$ cat src/hdl/aac_pkg.sv
// ----------------------------------------------------------------------------
// aac_pkg
// Shared types, codes and constants of the annealing acceptance controller.
// ----------------------------------------------------------------------------
package aac_pkg;

    localparam int EXP_TABLE_DEPTH_DEF = 256;

    // exp table recurrence: e[k] = (e[k-1] * EXP_STEP_MUL + 2^31) >> 32
    localparam logic [31:0] EXP_STEP_MUL = 32'd4034748382;
    localparam logic [16:0] EXP_ONE      = 17'd65536;

    // configuration register indexes
    localparam logic [2:0] CFG_INIT_TEMP   = 3'd0;
    localparam logic [2:0] CFG_COOLING     = 3'd1;
    localparam logic [2:0] CFG_INIT_SCALE  = 3'd2;
    localparam logic [2:0] CFG_SCALE_DECAY = 3'd3;
    localparam logic [2:0] CFG_SWEEP_LEN   = 3'd4;
    localparam logic [2:0] CFG_GAIN        = 3'd5;

    // configuration reset values
    localparam logic [31:0] INIT_TEMP_RST   = 32'd65536;
    localparam logic [15:0] COOLING_RST     = 16'd62259;
    localparam logic [31:0] INIT_SCALE_RST  = 32'd65536;
    localparam logic [15:0] SCALE_DECAY_RST = 16'd65535;
    localparam logic [15:0] SWEEP_LEN_RST   = 16'd100;
    localparam logic [31:0] GAIN_RST        = 32'd65536;

    // operations
    localparam logic OP_START = 1'b0;
    localparam logic OP_EVAL  = 1'b1;

    // result outcome codes
    localparam logic [1:0] OUT_BETTER = 2'd0;
    localparam logic [1:0] OUT_WORSE  = 2'd1;
    localparam logic [1:0] OUT_REJECT = 2'd2;
    localparam logic [1:0] OUT_START  = 2'd3;

    // controller to datapath commands
    typedef struct packed {
        logic fill;
        logic load;
        logic diff;
        logic div_init;
        logic div_step;
        logic rom_rd;
        logic decide;
        logic scale;
        logic cool;
        logic commit;
    } aac_cmd_t;

    // datapath to controller status
    typedef struct packed {
        logic fill_last;
        logic is_start;
        logic lower;
        logic skip_div;
        logic div_last;
        logic out_free;
    } aac_sts_t;

    function automatic logic [15:0] sat_inc16(input logic [15:0] v);
        sat_inc16 = (v == 16'hFFFF) ? v : v + 16'd1;
    endfunction

endpackage

$ cat src/hdl/aac_ctrl.sv
// ----------------------------------------------------------------------------
// aac_ctrl
// Sequencer: table fill after reset, then one item at a time through the
// datapath steps.
// ----------------------------------------------------------------------------
module aac_ctrl
    import aac_pkg::*;
(
    input  logic     aclk,
    input  logic     aresetn,
    input  logic     s_valid,
    output logic     s_ready,
    input  aac_sts_t sts,
    output aac_cmd_t cmd
);

    localparam logic [3:0] S_FILL   = 4'd0;
    localparam logic [3:0] S_IDLE   = 4'd1;
    localparam logic [3:0] S_DIFF   = 4'd2;
    localparam logic [3:0] S_CHK    = 4'd3;
    localparam logic [3:0] S_DIV    = 4'd4;
    localparam logic [3:0] S_ROM    = 4'd5;
    localparam logic [3:0] S_DECIDE = 4'd6;
    localparam logic [3:0] S_SCALE  = 4'd7;
    localparam logic [3:0] S_COOL   = 4'd8;
    localparam logic [3:0] S_COMMIT = 4'd9;

    logic [3:0] state_reg;
    logic [3:0] state_next;

    always_ff @(posedge aclk) begin
        if (!aresetn) begin
            state_reg <= S_FILL;
        end else begin
            state_reg <= state_next;
        end
    end

    always_comb begin
        state_next = state_reg;
        cmd        = '0;
        s_ready    = 1'b0;
        unique case (state_reg)
            S_FILL: begin
                cmd.fill = 1'b1;
                if (sts.fill_last) begin
                    state_next = S_IDLE;
                end
            end
            S_IDLE: begin
                s_ready = 1'b1;
                if (s_valid) begin
                    cmd.load   = 1'b1;
                    state_next = S_DIFF;
                end
            end
            S_DIFF: begin
                if (sts.is_start) begin
                    state_next = S_COMMIT;
                end else begin
                    cmd.diff   = 1'b1;
                    state_next = S_CHK;
                end
            end
            S_CHK: begin
                cmd.div_init = 1'b1;
                if (sts.lower || sts.skip_div) begin
                    state_next = S_DECIDE;
                end else begin
                    state_next = S_DIV;
                end
            end
            S_DIV: begin
                cmd.div_step = 1'b1;
                if (sts.div_last) begin
                    state_next = S_ROM;
                end
            end
            S_ROM: begin
                cmd.rom_rd = 1'b1;
                state_next = S_DECIDE;
            end
            S_DECIDE: begin
                cmd.decide = 1'b1;
                state_next = S_SCALE;
            end
            S_SCALE: begin
                cmd.scale  = 1'b1;
                state_next = S_COOL;
            end
            S_COOL: begin
                cmd.cool   = 1'b1;
                state_next = S_COMMIT;
            end
            S_COMMIT: begin
                if (sts.out_free) begin
                    cmd.commit = 1'b1;
                    state_next = S_IDLE;
                end
            end
            default: begin
                state_next = S_IDLE;
            end
        endcase
    end

endmodule

$ cat config.mk
export PLATFORM = sky130hd
export DESIGN_NAME = aac_ctrl
export DESIGN_NICKNAME = d
export VERILOG_FILES = /design/src/hdl/aac_pkg.sv /design/src/hdl/aac_ctrl.sv
export SDC_FILE = /design/constraint.sdc
export NUM_CORES = 1
export LEC_CHECK = 0
export ABC_AREA = 1
export BUFFER_PORTS_ARGS = -buffer_cell sky130_fd_sc_hd__buf_2
export CAP_MARGIN = 10
export CORE_AREA = 8 8 45 47
export CTS_BUF_LIST = sky130_fd_sc_hd__clkbuf_4 sky130_fd_sc_hd__clkbuf_8
export CTS_CLUSTER_DIAMETER = 80
export DETAILED_ROUTE_END_ITERATION = 8
export DIE_AREA = 0 0 53 55
export PLACE_DENSITY = 0.56
export SETUP_SLACK_MARGIN = 0.4
export SYNTH_ARGS = -nofsm -noshare
export SYNTH_HDL_FRONTEND = slang
export SYNTH_SLANG_ARGS = --single-unit
$ cat constraint.sdc
create_clock -name aclk -period 1.1 [get_ports aclk]
set_input_delay 0.055 -clock aclk [delete_from_list [all_inputs] [get_ports aclk]]
set_output_delay 0.055 -clock aclk [all_outputs]
set_load 0.01 [all_outputs]
---- Word level (Yosys, flattened, before mapping) ----
Cells that the tools add are included.
operators by class
  shifts and indexed selects .............. 0
  bitwise operators ....................... 0
  add/subtract/negate cells ............... 0
  order comparisons ....................... 0
  equality and inequality tests ........... 13
  divide/modulo/power cells ............... 0
  reduce and logical (&&, ||, !) cells .... 3
  mux-type cells .......................... 21
  multiply operators ...................... 0
operators with widths
  kind                                            count
  case mux 4 bit (10 select lines)                1
  two-way mux 4 bit                               5
  == test 4 x 3 -> 1 bit (second input constant)  4
  two-way mux 1 bit                               14
  == test 4 x 2 -> 1 bit (second input constant)  2
  == test 4 bit (second input constant)           2
  != test 2 bit (second input constant)           4
  == test 4 x 1 -> 1 bit (second input constant)  1
  zero test 4 bit                                 1
  AND reduction 4 bit                             1
  two-way mux 2 bit                               1
  logical OR 1 bit                                1
word-level totals
  bits in latches ......................... 0
  ROM bits ................................ 0
  bits of input ports ..................... 9
  memories kept ........................... 0
  word-level logic and storage cells ...... 38
  output and inout bits ................... 11
  bits in writable memories ............... 0
  bits in registers ....................... 4

---- Depth between registers and ports, before layout ----
  depth in word-level cells ............... 3
  mapped depth ............................ 8
  mapped depth without buffers ............ 8

---- Least setup slack after synthesis ----
Ideal clock, no wire load.
  path kind ............................... reg2reg
  start point ............................. register state_reg[3]
  end point ............................... register state_reg[3]
  stages on the path, launching flop included .. 7
  slack ................................... 0.087 ns
  path buffers ............................ 0
  library setup time ...................... 0.056 ns
  clock period less this slack ............ 1.013 ns
  required time ........................... 1.044 ns
  data arrival time ....................... 0.957 ns
  path through ............................ dfxtp_1 > nand2_1 > nor2_1 > nor2_1 > nand3_1 > nand2_1 > inv_1
between the ends
  word-level cells in the longest chain between the ends .. 3
  elaborated cells on any way between the ends .. 16
  those cells by class .................... 13 x eq/ne; 1 x mux; 2 x reduce/logical
ends and longest elaborated chain
  what                                                  RTL line        source
  start: declaration                                    aac_ctrl.sv:28  logic [3:0] state_reg;
  start signal: assignment                              aac_ctrl.sv:35  state_reg <= state_next;
  == test 4 x 3 -> 1 bit, or another cell as far along  aac_ctrl.sv:43  unique case (state_reg)
  != test 2 bit (no line)                               --
  AND reduction 4 bit (no line)                         --
Several ways; a longest one is shown, not always the timed one.
A chain may end at the register's enable or synchronous reset.

==> flow_metrics.tcl <==
set metrics [dict create \
    status "complete, but fails checks" \
    violations "negative setup slack" \
    clk_latency_ns 0.24 \
    routedWlPerCell_um 10.9 \
    antenna_found_initial 0 \
    die_y_um 55 \
    row_count 14 \
    place_ws_ns 0.0427 \
    clock-sinks 4 \
    crit_path_cell_trace "inv_6 > nor2_4 > inv_2 > nor3_2 > buf_2" \
    synth_top_area_cell "dfxtp_1" \
    start_kind "register" \
    cts_made_buffers 3 \
    yosys_warnings 0 \
    root_buffer "clkbuf_4" \
    drv_cap 0 \
    yosysTopAreaCellShare_pct 21.5 \
    cp_top_family "flip-flops" \
    drt-initial-drc-count 7 \
    syn-num-nets 76 \
    grt_pass1_wl_um 1880 \
    grt_max_degree 8 \
    hpwl_um 872 \
    cts.path.max_buffers 2 \
    largest_register_ffs 4 \
    io_pins 20 \
    drc 0 \
    layout.nets 106 \
    worstMarginPinSlew_ns 0.302 \
    dieArea_um2 2920 \
    antennaDiodeCount 0 \
    postSynthCellCount 67 \
    synth.most_common_cell "inv_1" \
    tritoncts "yes" \
    cp_slowest_cell "dfxtp_4" \
    path_clk_slew_ns 0.04 \
    avgViaCountPerCell 4.43 \
    fin_ws_ns -0.104 \
    core_um2 1380 \
    setup_viol 12 \
    regArea_um2 95.1 \
    hold_viol_final 0 \
    cts-hold-fix-buffers 0 \
    synth_area_leaders "dfxtp_1 21%, inv_1 18%, nand2_1 13%" \
    worstPathRequired_ns 1.04 \
    first_pass_iters 4 \
    synth_commonest_cells "18 x inv_1, 13 x nand2_1, 9 x nand3_1" \
    async_flop_share_pct 0 \
    yosys_register_bits 4 \
    grtUsageTotal_pct 8.79 \
    synth_area_um2 373 \
    leakage_nw 0.408 \
    cp_slowest_stage_delay_ns 0.38 \
    p_total_mw 0.886 \
    area_growth_pct 105 \
    drive_gt1_share_pct 66.3 \
    arrival_ns 1.15 \
    drv_slew 0 \
    yosys_most_used_dff "dfxtp_1" \
    synth_cell_type_count 13 \
    rsz0062_at_grt "true" \
    fillerInstances 127 \
    routed_wirelength_um 1210 \
    crit_type "reg -> out" \
    ys_seq_area_share_pct 21.5 \
    ant_nets 0 \
    multiInputGateArea_um2 338 \
    htree_num_levels 1 \
    hold_path.class "in -> reg" \
    finClkSkew_ns 0.00431 \
    final_util_pct 55.2 \
    overflow 0 \
    powerDensity_nw_per_um2 1160 \
    grt_pass1_vias 459 \
    crit_buf_inv 3 \
    port_buffers 19 \
    synth_edf_count 0 \
    initial_utilization_pct 26.9 \
    fin_crit_ns 1.20 \
    finalWeightedCongestion 0.837 \
    fin_crit_sh_pct 109 \
    crit_path_max_fanout 5 \
    vias 492 \
    slew_headroom_pct 79.8 \
    die_w_um 53 \
    avgSynthCellArea_um2 5.57 \
    hold_ws_ns 0.0255 \
    fmax_ghz 0.830 \
    cp-end-kind "output port" \
    vdd.ir_drop.worst_v 0.000628 \
    setup_tns_ns -0.727 \
]
## metrics by stage
| stage | instances | instance area (um2) |
|---|---|---|
| after floorplan | 67 | 413 |
| after global placement | 102 | 528 |
| after detailed placement | 102 | 528 |
| after CTS | 109 | 664 |
| after global routing | 111 | 763 |
| final | 111 | 763 |
## timing repair
action,in CTS,in global routing
setup buffers,4,2
setup endpoints to repair,15,15
pin swaps,6,9
gates resized for setup,21,17
## cells in the final DEF, fill, tap and decap left out
cell and n:
buf_2 13, nand2_8 1, nand2_1 8, nor3_4 1
nor2_2 2, nor3_2 2, buf_12 1, clkbuf_4 3
nor2_1 4, nand3_2 2, nand3_1 7, buf_6 8
nand2_4 2, inv_4 2, inv_1 13, a21oi_2 2
nand3b_4 1, nor2_4 8, inv_6 2, buf_4 3
dfxtp_4 4, inv_2 3, nand2_2 3
## layout make-up
class | instances | area share (%)
Clock buffer | 3 | 2.95
Inverter | 20 | 11.8
Multi-Input combinational cell | 43 | 44.3
Sequential cell | 4 | 12.5
Tap cell | 16 | 2.62
Timing Repair Buffer | 25 | 25.9
## worst reg2reg max path: stages (launching register included)
cell and delay [ns]:
dfxtp_4 0.36, inv_6 0.08, buf_12 0.10, nand2_8 0.06, buf_4 0.13, nand3_1 0.07, nand2_1 0.05, inv_1 0.05
nand2_1 0.06, nand2_2 0.07, nor2_2 0.03
## metal layers
| metal | vias up | GRT usage [%] | wire (um) |
|---|---|---|---|
| li1 | 258 | - | - |
| met1 | 209 | 10.3 | 512 |
| met2 | 20 | 13.5 | 574 |
| met3 | 5 | 4.01 | 101 |
| met4 | 0 | 3.88 | 21 |
| met5 | - | 0 | 0 |
## report_power, final
group / switching, mW / total [mW] / internal, mW
clock network: 0.0680 / 0.191 / 0.123
registers: 0.0390 / 0.205 / 0.166
logic: 0.264 / 0.491 / 0.226
## path summary, 6_finish.rpt
kind                     start           end  slack, ns  cells after the start
setup / recovery  state_reg[0]        cmd[0]      -0.10                      5
hold / removal         aresetn  state_reg[3]       0.03                      3
setup reg to reg  state_reg[0]  state_reg[1]      -0.06                     10
hold reg to reg   state_reg[2]  state_reg[2]       0.62                      3
## cells by family after synthesis
group | after synthesis | share of synthesized area (%)
AO/OA/AOI/OAI | 2 | 3.69
AND/OR/NAND/NOR | 41 | 54.7
flip-flops | 4 | 21.5
buffers and inverters | 20 | 20.1
Note: power is estimated with default switching activity, not from simulation.
